==> src/uniform_grid_binning_query_macros.svh <==
// Assertion macros for the grid binning block.
// Used by the top level only; needs clk_i and rst_ni in scope.
`ifndef UNIFORM_GRID_BINNING_QUERY_MACROS_SVH
`define UNIFORM_GRID_BINNING_QUERY_MACROS_SVH
// Implication checked at every clock edge outside reset.
`define UGB_ASSERT(label, ante, cons, msg) \
  label: assert property (@(posedge clk_i) disable iff (!rst_ni) (ante) |-> (cons)) \
    else $error(msg);
// Next-cycle implication checked outside reset.
`define UGB_ASSERT_NEXT(label, ante, cons, msg) \
  label: assert property (@(posedge clk_i) disable iff (!rst_ni) (ante) |=> (cons)) \
    else $error(msg);
`endif

==> src/ugbq_pkg.sv <==
// Shared constants, codes and types of the grid binning block.
// No dependencies.
package ugbq_pkg;
  localparam int unsigned MaxCols      = 16;
  localparam int unsigned MaxRows      = 16;
  localparam int unsigned MaxParticles = 64;
  localparam int unsigned NumCells     = MaxCols * MaxRows;
  localparam int unsigned CellW        = $clog2(NumCells);
  localparam int unsigned ColW         = $clog2(MaxCols);
  localparam int unsigned RowW         = $clog2(MaxRows);
  localparam int unsigned IdxW         = 6;
  localparam int unsigned CntW         = 7;

  localparam logic [1:0] ActClear  = 2'd0;
  localparam logic [1:0] ActInsert = 2'd1;
  localparam logic [1:0] ActQuery  = 2'd2;

  localparam logic [2:0] RegOriginX = 3'd0;
  localparam logic [2:0] RegOriginY = 3'd1;
  localparam logic [2:0] RegInvCell = 3'd2;
  localparam logic [2:0] RegCols    = 3'd3;
  localparam logic [2:0] RegRows    = 3'd4;

  // Request and reply of the cell mapping unit.
  typedef struct packed {
    logic               start;
    logic signed [33:0] diff;
    logic [8:0]         n;
  } map_req_t;

  typedef struct packed {
    logic       done;
    logic [7:0] bin_no;
  } map_rsp_t;
endpackage

==> src/ugbq_cell_map.sv <==
// Multi-cycle mapping of an axis offset to a clamped cell number.
// Depends on ugbq_pkg. The product is formed in two halves, 16x32 low and 17x32 high.
module ugbq_cell_map (
  input  logic               clk_i,
  input  logic               rst_ni,
  input  logic               flush_i,
  input  ugbq_pkg::map_req_t req_i,
  output ugbq_pkg::map_rsp_t rsp_o,
  input  logic [31:0]        inv_i
);
  import ugbq_pkg::*;

  localparam logic [1:0] PhIdle = 2'd0;
  localparam logic [1:0] PhMul  = 2'd1;
  localparam logic [1:0] PhOut  = 2'd2;

  logic [1:0]  phase_q, phase_d;
  logic [16:0] hi_q;
  logic [48:0] lo_prod_q;
  logic        neg_q;
  logic [8:0]  n_q;
  logic [49:0] prod_hi;
  logic [65:0] total;
  logic [49:0] q;
  logic [7:0]  bin_d, bin_q;
  logic        done_q;

  always_comb begin
    phase_d = phase_q;
    if (flush_i) begin
      phase_d = PhIdle;
    end else if (req_i.start) begin
      phase_d = PhMul;
    end else if (phase_q == PhMul) begin
      phase_d = PhOut;
    end else if (phase_q == PhOut) begin
      phase_d = PhIdle;
    end
  end

  always_ff @(posedge clk_i or negedge rst_ni) begin
    if (!rst_ni) begin
      phase_q <= PhIdle;
    end else begin
      phase_q <= phase_d;
    end
  end

  // Low 16 fraction bits and the high part are multiplied in separate cycles.
  always_ff @(posedge clk_i) begin
    if (req_i.start) begin
      neg_q     <= (req_i.diff <= 34'sd0);
      hi_q      <= req_i.diff[32:16];
      lo_prod_q <= {17'd0, req_i.diff[15:0]} * {17'd0, inv_i};
      n_q       <= req_i.n;
    end
  end

  assign prod_hi = {1'b0, hi_q} * {18'd0, inv_i};
  // high product plus the low product with its 16 fraction bits dropped
  assign total   = {16'd0, prod_hi} + {33'd0, lo_prod_q[48:16]};
  assign q       = total[65:16];

  always_comb begin
    if (neg_q || n_q == 9'd0) begin
      bin_d = 8'd0;
    end else if (q > {41'd0, n_q - 9'd1}) begin
      bin_d = 8'(n_q - 9'd1);
    end else begin
      bin_d = q[7:0];
    end
  end

  always_ff @(posedge clk_i) begin
    bin_q <= bin_d;
  end

  always_ff @(posedge clk_i or negedge rst_ni) begin
    if (!rst_ni) begin
      done_q <= 1'b0;
    end else begin
      done_q <= (phase_q == PhMul) && !flush_i;
    end
  end

  assign rsp_o = {done_q, bin_q};
endmodule

==> config.mk <==
export PLATFORM = sky130hd
export DESIGN_NAME = ugbq_cell_map
export DESIGN_NICKNAME = d
export VERILOG_FILES = /design/src/uniform_grid_binning_query_macros.svh /design/src/ugbq_pkg.sv /design/src/ugbq_cell_map.sv
export SDC_FILE = /design/constraint.sdc
export NUM_CORES = 2
export LEC_CHECK = 0
export BUFFER_PORTS_ARGS = -buffer_cell sky130_fd_sc_hd__buf_4
export CORE_ASPECT_RATIO = 1.75
export CORE_MARGIN = 1
export CORE_UTILIZATION = 53
export CTS_CLUSTER_DIAMETER = 60
export CTS_CLUSTER_SIZE = 10
export DETAILED_ROUTE_END_ITERATION = 10
export PLACE_DENSITY = 0.69
export RECOVER_POWER = 50
export SLEW_MARGIN = 20
export SYNTH_ARGS = -nofsm -noshare
export SYNTH_HDL_FRONTEND = slang
export SYNTH_SLANG_ARGS = --single-unit
export TNS_END_PERCENT = 10
==> constraint.sdc <==
create_clock -name clk_i -period 13.9 [get_ports clk_i]
set_input_delay 0.695 -clock clk_i [delete_from_list [all_inputs] [get_ports clk_i]]
set_output_delay 0.695 -clock clk_i [all_outputs]
set_load 0.01 [all_outputs]
; Word-level counts from Yosys, hierarchy flattened
; Cells that the tools add are included.
[word_totals]
ff_bits = 86
latch_bits = 0
ramBits = 0
romBits = 0
word_cells = 25
n_memories = 0
[op_classes]
n_addsub = 2
n_mul = 2
div_mod_pow = 0
magnitude_cmp = 2
eq_ne = 2
shift = 0
mux = 5
bitwise = 0
n_reduce_logical = 5
[op_table]
columns = op, n
row1 = $add A49 B32 Y50, 1
row2 = $mul A17 B32 Y49, 1
row3 = $mul A16 B32 Y48, 1
row4 = $gt A34 B9 Y1, 1
row5 = $le A34 B1 Y1 const B, 1
row6 = $logic_not A9 Y1, 1
row7 = $sub A9 B1 Y9 const B, 1
row8 = $mux W2, 4
row9 = $mux W8, 1
row10 = $reduce_bool A4 Y1, 1
row11 = $eq A2 B1 Y1 const B, 1
row12 = $eq A2 B2 Y1 const B, 1
row13 = $logic_and A1 B1 Y1, 1
row14 = $logic_not A1 Y1, 1
row15 = $logic_or A1 B1 Y1, 1

; Longest topological paths before layout
[depth]
ltp_word = 5
ltp_mapped = 34
mapped_depth_nobuf = 33

; Worst setup path after synthesis
; Ideal clock, no wire load.
[synth_timing]
path_type = input to register
from = input port inv_i[10]
to = register bin_q[0]
t_arrival_ps = 8343
required_ps = 13828
setup_slack_ps = 5485
path_stages = 29
n_path_buf = 1
cell_sequence = clkbuf_1 -> nand2_1 -> fa_1 -> fa_1 -> fa_1 -> fa_1 -> inv_1 -> fa_1 -> inv_1 -> fa_1 -> inv_1 -> ha_1 -> and4_4 -> nor4b_1 -> a211o_1 -> a41o_1 -> nand2b_1 -> a31oi_1 -> xnor2_1 -> ha_1 -> a21o_1 -> a211oi_1 -> o21ai_0 -> a22o_1 -> a311o_1 -> a2111oi_0 -> nand4_1 -> nor4_4 -> mux2i_1
[synth_via]
elab_chain_len = 4
[synth_lines]
columns = item, line
row1 = start: declaration, ugbq_cell_map.sv:9  ; input logic [31:0] inv_i
row2 = $mul A17 B32 Y49 *, ugbq_cell_map.sv:59  ; assign prod_hi = {1'b0, hi_q} * {18'd0, inv_i};
row3 = $add A49 B32 Y50 *, ugbq_cell_map.sv:61  ; assign total = {16'd0, prod_hi} + {33'd0, lo_prod_q[48:16]};
row4 = $gt A34 B9 Y1, ugbq_cell_map.sv:67  ; end else if (q > {41'd0, n_q - 9'd1}) begin
row5 = $mux W8 *, ugbq_cell_map.sv:67
row6 = end signal: assignment, ugbq_cell_map.sv:75  ; bin_q <= bin_d;
row7 = end: declaration, ugbq_cell_map.sv:25  ; logic [7:0] bin_d, bin_q;
; Every way passes the cells marked *; elsewhere a longest branch is shown, timed or not.
; A chain may end at the register's enable or synchronous reset.

; Worst setup path in the final report
[layout_timing]
from = register hi_q[4]
to = register bin_q[4]
[layout_via]
elab_chain_len = 4
[layout_lines]
columns = item, line
row1 = start: declaration, ugbq_cell_map.sv:18  ; logic [16:0] hi_q;
row2 = start signal: assignment, ugbq_cell_map.sv:53  ; hi_q <= req_i.diff[32:16];
row3 = $mul A17 B32 Y49 *, ugbq_cell_map.sv:59
row4 = $add A49 B32 Y50 *, ugbq_cell_map.sv:61
row5 = $gt A34 B9 Y1, ugbq_cell_map.sv:67
row6 = $mux W8 *, ugbq_cell_map.sv:67
; Marked as above.

==> run metrics <==
Vias/cell=5.65; Root Driver=clkbuf_16; slowest CP cell=nor4_4; ANT nets after route=0; drt pass-1 iters=6; Post-Syn Area=between 30000 and 40000 sq um; met3 usage=0.0464; die extent in x=~200 um; setup tns final=0 ns; fin crit period=between 8 and 9 ns; finished layout cell area=between 30000 and 40000 sq um; CORE AREA=a little under 70000 sq um; met2 Use GR=0.567; Longest Clk Path Bufs=2; row cnt=about 130; RSZ-0062 raised after global routing=no; Ant. Diodes=0; # IOs=between 80 and 90; final wirelength=slightly above 100 mm; Yosys warning count=0; met1 usage in global routing=0.336; Worst Path Max Fanout=22; violated checks=max-capacitance violations, max-slew violations; postcts setup bufs=0; CTS Buf Count=9; worst setup skew after layout=about 0.014 ns; Max Cap Viol=1; mean post-synth cell area=just under 9 sq um; CTS sink count=70; die area=slightly below 70000 sq um; Post-synth ARST share=0.0429; PortBufs=87; endpoints failing setup=0; Max Slew Vio Count=between 60 and 70; hpwl dp=a little under 80 mm; routed len/inst=21.2 um; busiest metal layer after global routing=met2; status=finished, violations left; global-route wire length before repair=around 160 mm; Worst EP arrival=between 9 and 10 ns; period utilisation layout=0.645; Primary FF master, synth=edfxtp_1; Skew-Pair Late Insertion Delay=between 0.3 and 0.4 ns; DP Area=around 37000 sq um; Crit path top cell by count=fa_1; peak per-stage delay on the critical path=0.68 ns; Iter 0 DRT Violations=~1600; CTS Hold Bufs=0; cts repair resizes=0; GP Congestion=a little under 1; Vias=between 20000 and 30000; number of global-route vias before repair=30700; critical path type=reg2reg; Initial Util=0.536; sequential fraction of the synthesis area=0.0557; worst r2r path cells=31; Net Count, Synth=roughly 5300; initial antenna violation count=0; Yosys cell types=74; worst-margin pin slew=between 4 and 5 ns; CTS tree=yes; cell count after synthesis=about 4000; Die Ht=roughly 350 um; Layout area overhead=3.82%; critical path launch point type=register; Remaining DRCs=0; final hold viol count=0; largest net degree at the start of global routing=62; Rel. slew slack=-1.69; Hold Path Class=in2async; critical path data required time=between 10 and 15 ns; CTS H-tree lvls=3; total gr overflow=0; clk slew on worst S/H paths=around 0.070 ns; Achievable Freq=111 MHz; Post-synth EDFFs=59; Nets=5191; CP endpoint kind=register; Total GRT Usage=0.320; layout cells sized above 1=0.0307; Yosys reg bits=70
per-layer routing:
metal | wire (um) | share of wire
met1 | 33300 | 0.32
met2 | 53800 | 0.52
met3 | 6710 | 0.065
met4 | 9250 | 0.090
met5 | 0 | 0
state kept, by name, summed over array words and instances (netlist names):
name	flops
bin_q	8
neg_q	1
done_q	1
n_q	9
lo_prod_q	32
phase_q	2
hi_q	17
cell type report:
| cell class | instances | area [sq um] |
|---|---|---|
| Clock inverter | 6 | 86.3 |
| Fill cell | 6138 | 29900 |
| Timing Repair Buffer | 105 | 758 |
| Inverter | 1005 | 3770 |
| Tap cell | 896 | 1120 |
| Multi-Input combinational cell | 2772 | 29500 |
| Clock buffer | 10 | 229 |
| Sequential cell | 70 | 2010 |
placed cells by master (no fill, tap or decap), types with 7 or more instances in the layout:
cell type     n
nand4_1      21
and3_1       19
a211oi_1     10
o21a_1        9
fa_1        897
ha_1        252
xor2_1       24
buf_4        74
nor3_1       24
dfxtp_1       8
nor2_1       47
inv_1      1005
clkbuf_4     14
clkbuf_1     15
a21o_1       28
or3_1        10
nand2b_1     11
o21ai_0      44
a31oi_1      16
xnor2_1      28
nor4_1       11
o211ai_1      7
a21oi_1      67
nand2_1     798
o21bai_1      9
nand3_1      15
mux2i_1      13
nor2b_1      11
and2_1      319
edfxtp_1     59
clkbuf_16     9
stage by stage:
| stage | hold slack, ns | setup slack, ns | std cells | utilization |
|---|---|---|---|---|
| 2_1_floorplan | 0.399 | 5.48 | 4063 | - |
| 3_3_place_gp | 0.486 | 4.70 | 4845 | 0.551 |
| 3_5_place_dp | 0.486 | 4.62 | 4846 | 0.552 |
| 4_1_cts | 0.0702 | 4.57 | 4862 | 0.556 |
| 5_1_grt | 0.104 | 4.33 | 4864 | 0.556 |
| 6_report | 0.0871 | 4.93 | 4864 | 0.556 |
worst max-delay path: cells and delay by family, from the launching register on:
family	cells	cell delay, ns
muxes	1	0.26
buffers and inverters	4	0.41
AOI/OAI and AO/OA	11	2.35
DFF	1	0.67
xor gates and xnor gates	1	0.19
adders and majority gates	8	3.65
and+or+nand+nor	6	1.36
logic make-up after synthesis:
logic type | after synthesis | synth area share
simple gates | 1308 | 0.169
fa+ha+maj | 1149 | 0.586
flops | 70 | 0.0557
xor+xnor | 52 | 0.0126
buf+inv | 1221 | 0.127
mux | 13 | 0.00361
compound gates | 250 | 0.0465
path summary, 6_finish.rpt:
path	startpoint	end	slack [ns]
setup / recovery	hi_q[4]	bin_q[4]	4.93
hold / removal	rst_ni	done_q	0.09
setup reg to reg	hi_q[4]	bin_q[4]	4.93
hold reg to reg	phase_q[0]	phase_q[0]	0.54
max in group asynchronous	rst_ni	phase_q[0]	13.66
min in group clk_i	flush_i	done_q	0.46
synth_stat cells, drive strengths merged (4+ instances only):
master	n	area, sq um
a2111oi	5	43.8
a211oi	11	87.6
a21o	28	210
a21oi	68	344
a221oi	6	58.8
a31oi	16	100
and2	319	2000
and3	19	119
and4	6	55.1
clkbuf	214	803
dfxtp	8	160
edfxtp	59	1770
fa	897	18000
ha	252	3150
inv	1005	3770
mux2i	13	130
nand2	798	3000
nand2b	11	68.8
nand3	15	75.1
nand4	21	131
nor2	47	176
nor2b	11	68.8
nor3	24	120
nor4	13	96.3
o211ai	7	52.6
o21a	9	67.6
o21ai	46	230
o21bai	9	67.6
o31a	4	35.0
or3	10	62.6
xnor2	28	245
xor2	24	210
Power is not shown: default switching activity piles up to over one toggle a cycle in this logic, so the estimate is an artifact.
